**config.mk**
```make
export PLATFORM = sky130hd
export DESIGN_NAME = integer_square_root_unit
export DESIGN_NICKNAME = d
export VERILOG_FILES = /design/src/rtl/isr_pkg.sv /design/src/rtl/integer_square_root_unit.sv
export SDC_FILE = /design/constraint.sdc
export NUM_CORES = 2
export LEC_CHECK = 0
export CAP_MARGIN = 20
export CORE_MARGIN = 4
export CORE_UTILIZATION = 46
export CTS_CLUSTER_DIAMETER = 100
export CTS_CLUSTER_SIZE = 30
export DETAILED_ROUTE_END_ITERATION = 16
export DONT_BUFFER_PORTS = 1
export HOLD_SLACK_MARGIN = 0.12
export MAX_ROUTING_LAYER = met4
export RECOVER_POWER = 50
export SKIP_CTS_REPAIR_TIMING = 1
export SYNTH_ARGS = -nofsm -noshare
export SYNTH_HDL_FRONTEND = slang
export SYNTH_SLANG_ARGS = --single-unit
```
**constraint.sdc**
```tcl
create_clock -name clock -period 6.55 [get_ports clock]
set_input_delay 0.3275 -clock clock [delete_from_list [all_inputs] [get_ports clock]]
set_output_delay 0.3275 -clock clock [all_outputs]
set_load 0.05 [all_outputs]
```
**src/rtl/isr_pkg.sv**
```systemverilog
`timescale 1ns / 1ps
// ---------------------------------------------------------------------------
// isr_pkg
// Shared widths, register map and the single digit step of the restoring
// square root used by the integer and active fraction stages.
// ---------------------------------------------------------------------------
package isr_pkg;

   localparam int RADICAND_WIDTH_DEFAULT = 32;
   localparam int INPUT_WIDTH            = 32;
   localparam int ROOT_WIDTH             = 31;
   localparam int REM_WIDTH              = 32;
   localparam int FRACTION_WIDTH         = 4;
   localparam int MAX_FRACTION           = (1 << FRACTION_WIDTH) - 1;
   localparam int CSR_ADDR_WIDTH         = 3;
   localparam int CSR_DATA_WIDTH         = 32;
   localparam int RSP_DATA_WIDTH         = 32;

   localparam logic [FRACTION_WIDTH-1:0] FRACTION_RESET = 4'd6;

   // register index, taken from the word address bits of paddr
   localparam logic [CSR_ADDR_WIDTH-3:0] CSR_FRACTION_BITS = 1'b0;

   typedef struct packed {
      logic [ROOT_WIDTH-1:0] root;
      logic [REM_WIDTH-1:0]  rem;
   } step_type;

   // one restoring step: shift a bit pair into the remainder, try 4*root+1
   function automatic step_type root_step(input step_type cur, input logic [1:0] pair);
      logic [REM_WIDTH-1:0] shifted;
      logic [REM_WIDTH-1:0] trial;
      logic [REM_WIDTH-1:0] diff;
      step_type             nxt;
      shifted = {cur.rem[REM_WIDTH-3:0], pair};
      trial   = {cur.root[REM_WIDTH-3:0], 2'b01};
      diff    = shifted - trial;
      if (diff[REM_WIDTH-1]) begin
         nxt.rem  = shifted;
         nxt.root = {cur.root[ROOT_WIDTH-2:0], 1'b0};
      end else begin
         nxt.rem  = diff;
         nxt.root = {cur.root[ROOT_WIDTH-2:0], 1'b1};
      end
      return nxt;
   endfunction

endpackage

```
**src/rtl/integer_square_root_unit.sv**
```systemverilog
`timescale 1ns / 1ps
// ---------------------------------------------------------------------------
// integer_square_root_unit
// Pipelined restoring digit-by-digit square root with configurable
// fraction bits.
// ---------------------------------------------------------------------------
// Usage:
//   req_* carries one unsigned radicand per item (low RADICAND_WIDTH bits
//   used). rsp_* returns floor(sqrt(radicand) * 2^fraction_bits) in 31 bits.
//   fraction_bits (0..15, reset 6) sits at csr byte address 0.
// Stages and throughput:
//   one stage per digit step: (RADICAND_WIDTH+1)/2 integer steps followed by
//   15 fraction steps, of which stages past fraction_bits just pass the item
//   on. One item per cycle is taken, limited only by the output.
// Reset:
//   clears all stage valid bits and loads fraction_bits with 6.
// Stalls:
//   each stage moves when it is empty or the next one moves, so bubbles
//   close up and items enter while a result waits, until all stages are full.
// ---------------------------------------------------------------------------
module integer_square_root_unit #(
   parameter int RADICAND_WIDTH = isr_pkg::RADICAND_WIDTH_DEFAULT
) (
   input  logic                                clock,
   input  logic                                reset,
   // radicand [31:0]
   input  logic [isr_pkg::INPUT_WIDTH-1:0]     req_tdata,
   input  logic                                req_tvalid,
   output logic                                req_tready,
   // root [30:0], bit 31 zero
   output logic [isr_pkg::RSP_DATA_WIDTH-1:0]  rsp_tdata,
   output logic                                rsp_tvalid,
   input  logic                                rsp_tready,
   input  logic                                csr_psel,
   input  logic                                csr_penable,
   input  logic                                csr_pwrite,
   input  logic [isr_pkg::CSR_ADDR_WIDTH-1:0]  csr_paddr,
   input  logic [isr_pkg::CSR_DATA_WIDTH-1:0]  csr_pwdata,
   output logic [isr_pkg::CSR_DATA_WIDTH-1:0]  csr_prdata,
   output logic                                csr_pready
);
   import isr_pkg::*;

   localparam int PAIR_COUNT  = (RADICAND_WIDTH + 1) / 2;
   localparam int EVEN_WIDTH  = 2 * PAIR_COUNT;
   localparam int STAGE_COUNT = PAIR_COUNT + MAX_FRACTION;

   logic [FRACTION_WIDTH-1:0] fraction_ff;
   logic                      csr_hit;

   logic [EVEN_WIDTH-1:0]     data_ff  [STAGE_COUNT];
   step_type                  state_ff [STAGE_COUNT];
   logic [STAGE_COUNT-1:0]    valid_ff;

   logic [EVEN_WIDTH-1:0]     data_in  [STAGE_COUNT];
   step_type                  state_in [STAGE_COUNT];
   logic [STAGE_COUNT-1:0]    valid_in;
   logic [STAGE_COUNT:0]      advance;

   // configuration port
   assign csr_hit    = (csr_paddr[CSR_ADDR_WIDTH-1:2] == CSR_FRACTION_BITS);
   assign csr_pready = 1'b1;
   assign csr_prdata = csr_hit ? CSR_DATA_WIDTH'(fraction_ff) : '0;

   always_ff @(posedge clock) begin
      if (reset) begin
         fraction_ff <= FRACTION_RESET;
      end else if (csr_psel && csr_penable && csr_pwrite && csr_pready && csr_hit) begin
         fraction_ff <= csr_pwdata[FRACTION_WIDTH-1:0];
      end
   end

   // a stage moves when it is empty or its successor moves,
   // worked out from the output end back
   always_comb begin
      advance[STAGE_COUNT] = rsp_tready;
      for (int k = STAGE_COUNT - 1; k >= 0; k--) begin
         advance[k] = !valid_ff[k] || advance[k+1];
      end
   end

   assign req_tready = advance[0];
   assign rsp_tvalid = valid_ff[STAGE_COUNT-1];
   assign rsp_tdata  = RSP_DATA_WIDTH'(state_ff[STAGE_COUNT-1].root);

   for (genvar k = 0; k < STAGE_COUNT; k++) begin : g_stage
      logic [EVEN_WIDTH-1:0] prev_data;
      step_type              prev_state;
      logic                  prev_valid;

      if (k == 0) begin : g_first
         assign prev_data  = EVEN_WIDTH'(req_tdata[RADICAND_WIDTH-1:0]);
         assign prev_state = '0;
         assign prev_valid = req_tvalid;
      end else begin : g_next
         assign prev_data  = data_ff[k-1];
         assign prev_state = state_ff[k-1];
         assign prev_valid = valid_ff[k-1];
      end

      always_comb begin
         data_in[k]  = prev_data;
         valid_in[k] = prev_valid;
         if (k < PAIR_COUNT) begin
            state_in[k] = root_step(prev_state, prev_data[EVEN_WIDTH-1-2*(k % PAIR_COUNT) -: 2]);
         end else if (FRACTION_WIDTH'(k - PAIR_COUNT) < fraction_ff) begin
            state_in[k] = root_step(prev_state, 2'b00);
         end else begin
            // fraction step not in use, item passes unchanged
            state_in[k] = prev_state;
         end
      end

      always_ff @(posedge clock) begin
         if (reset) begin
            valid_ff[k] <= 1'b0;
         end else if (advance[k]) begin
            valid_ff[k] <= valid_in[k];
         end
      end

      always_ff @(posedge clock) begin
         if (advance[k]) begin
            data_ff[k]  <= data_in[k];
            state_ff[k] <= state_in[k];
         end
      end
   end

endmodule
```
==> results.toml <==
[logic_synthesis]
seq_area_frac_synth_pct = 53.2
postSynthRegisterBits = 1620
postSynth.topFlopCell = "edfxtp_1"
synthDistinctLibCells = 94
synth_simple_gate_area_share_pct = 12.5
synth_compound_area_share_pct = 13.4
synth_top_family_by_area = "compound AO/OA/AOI/OAI gates"
mux_cell_area_share_after_synthesis_pct = 3.09
synth_edf_count = 1585
synthXorXnorAreaFrac_pct = 6.69
synth-adder-area-share_pct = 6.90
synth-async-reset-ratio_pct = 0
cell_area_after_technology_mapping_um2 = 90800
gate_count_after_technology_mapping = 8545
synthesis_warning_total = 0
synthesized_area_divided_by_synthesized_cell_count_um2 = 10.6

[routing]
drt-vias-per-instance = 5.41
drt_wl_total_um = 188000
wl_per_cell_um = 16.9
drt_first_iter_violations = 4004
vias = 60400
drt_first_pass_iters = 6
ant_nets = 0
post-route-drc-count = 0

[sta]
whs_ns = 0.145
hold_viol_final = 0
slew_violations = 2025
min_period_ns = 6.08
fin_ws_ns = 0.468
worst_case_clock_skew_ns = 0.0499
final-setup-viol-count = 0
slew_headroom_pct = -135
fmax_mhz = 164
setup_total_negative_slack_ns = 0
worst-slew-pin-transition_ns = 3.52
rsz0062_at_grt = "false"
final.period_utilization_pct = 92.9

[placed_design]
place_ws_ns = 0.871
detailedPlacementHpwl_um = 145000
buffer_ports.inserted = 0
gp_routability_congestion = 0.892
placement.cell_area_um2 = 93700

[critical_path]
delay_of_the_slowest_critical_path_stage_ns = 0.77
cp_data_required_time_ns = 6.22
worst-endpoint-arrival_ns = 5.75
crit_path_end_kind = "output port"
crit_type = "reg -> out"
timing.critical_path.max_delay_family = "simple AND/OR/NAND/NOR gates"
crit_slowest_cell = "or4_2"
cp_num_buf_inv = 5
start_kind = "register"
critical_path.cell_chain = "nor2b_1, inv_1, or4_2, nor4_1, clkbuf_1, and2_1, and3_1, inv_2, nor4_1, buf_4, and2_0, and4_1, nand3_2, buf_4"
max_fanout_on_critical_path = 14

[power_and_ir_drop]
static_leakage_nw = 39.0
power_density_nw_per_um2 = 479
power.ir.vdd_worst_mv = 0.235

[cells_and_area]
most_common_library_cell_in_the_layout_ignoring_fill_and_taps = "edfxtp_1"
num_antenna_cells = 0
fillers = 17700
fin_util_pct = 49.3
final_net_count = 9034
area_growth_pct = 6.31
post_route_cells_drive_above_1_share_pct = 3.79
most_frequent_cells_in_the_layout = "1585 x edfxtp_1, 1105 x nand2_1, 899 x o21ai_0"
finish.instance_area_um2 = 96500

[global_routing]
total_routing_resource_utilization_after_global_routing_pct = 18.5
grt_antenna_before_repair = 1
grt_start_max_net_pins = 117
grt_first_pass_wirelength_um = 301000
grt_overflow_total = 0
grt_pass1_vias = 58000

[floorplan]
coreArea_um2 = 196000
boundaryPins = 141
placementRows = 162
start_util_pct = 46.4
die_height_um = 452
dieArea_um2 = 204000
die_width_um = 452

[clock_network]
cts_tree = "yes"
cts_h_tree_depth = 3
cts_sinks = 1620
clockRootBuffer = "clkbuf_16"
clock_latency_ns = 0.74
clockBufferDepth = 3
clk_transition_reported_paths_ns = 0.11
cts_made_buffers = 73

[hold_path]
hold_path_class = "in -> reg"

[run_status]
status = "finished, violations left"
failing_checks = "max-capacitance violations, max-slew violations"

[run]
max_cap_violations = 37
per-stage QoR:
| step | std cells | power (mW) |
|---|---|---|
| 2_1_floorplan | 8575 | 35.2 |
| 3_3_place_gp | 11000 | 40.1 |
| 3_5_place_dp | 11000 | 40.6 |
| 4_1_cts | 11100 | 46.4 |
| 5_1_grt | 11200 | 49.9 |
| 6_report | 11200 | 46.2 |
final cells by class:
| class | instances | area, um^2 | area share, % |
|---|---|---|---|
| Tap cell | 2624 | 3280 | 3.40 |
| Clock buffer | 95 | 1950 | 2.02 |
| Multi-Input combinational cell | 5977 | 38900 | 40.4 |
| Inverter | 661 | 2480 | 2.57 |
| Sequential cell | 1620 | 48300 | 50.1 |
| Clock inverter | 39 | 495 | 0.514 |
| Timing Repair Buffer | 135 | 1030 | 1.07 |
tightest hold or removal path, cell delays in order:
cell      delay, ns
nand4b_1       0.23
nor2_1         0.18
a211o_1        0.10
flip-flops by register name, summed over array words and instances (netlist names):
signal              cells
state_ff             1345
fraction_ff             4
g_stage.prev_valid     30
data_ff               240
rsp_tvalid              1
report_power, final:
part | switching [mW] | total [mW] | internal [mW] | leakage, nW
clock | 3.37 | 5.71 | 2.34 | 1.17
sequential | 3.00 | 18.7 | 15.7 | 17.4
combinational | 12.0 | 21.8 | 9.78 | 20.4
total | 18.4 | 46.2 | 27.8 | 39.0
synthesized netlist by cell type (33+ instances only):
cell type,instances,area (um^2)
edfxtp_1,1585,47600
nand2_1,1114,4180
o21ai_0,898,4490
inv_1,658,2470
ha_1,478,5980
nor2_1,472,1770
a21oi_1,421,2110
xnor2_1,389,3410
xor2_1,299,2620
clkbuf_1,248,931
mux2i_1,227,2270
a21o_1,179,1340
nor3_1,178,891
nand3_1,115,576
or3_1,81,507
nor4_1,76,475
o21a_1,76,571
a31oi_1,70,438
a211oi_1,58,435
nand2b_1,57,357
nor2b_1,53,332
and3_1,47,294
mux2_2,46,518
o21bai_1,46,345
nand4_1,44,275
o31ai_1,41,308
dfxtp_1,35,701
or4_1,35,263
and2_1,34,213
or2_2,34,213
o211ai_1,33,248
layer usage:
| metal | track usage (%) | routed length, um | vias to the layer above |
|---|---|---|---|
| met1 | 22.5 | 81100 | 28700 |
| met3 | 1.70 | 4800 | 265 |
| met5 | - | 0 | - |
| met4 | 4.84 | 5370 | 0 |
| met2 | 32.9 | 96900 | 826 |
| li1 | - | - | 30600 |
path summary, 6_finish.rpt:
path | start | end | slack [ns] | cells after the start
worst max-delay path | rsp_tvalid | req_tready | 0.47 | 14
worst min register to register | data_ff[0][54] | data_ff[0][86] | 0.41 | 0
worst max register to register | fraction_ff[2] | state_ff[1][785] | 1.05 | 7
worst min-delay path | csr_penable | fraction_ff[1] | 0.14 | 3
kinds of logic after synthesis:
family,Yosys count
buffers and inverters,978
adder cells (fa/ha/maj),492
other,2
AO/OA/AOI/OAI,2038
XOR/XNOR,691
flip-flops,1620
multiplexers,274
AND/OR/NAND/NOR,2450
Power figures use the tool's default switching activity.
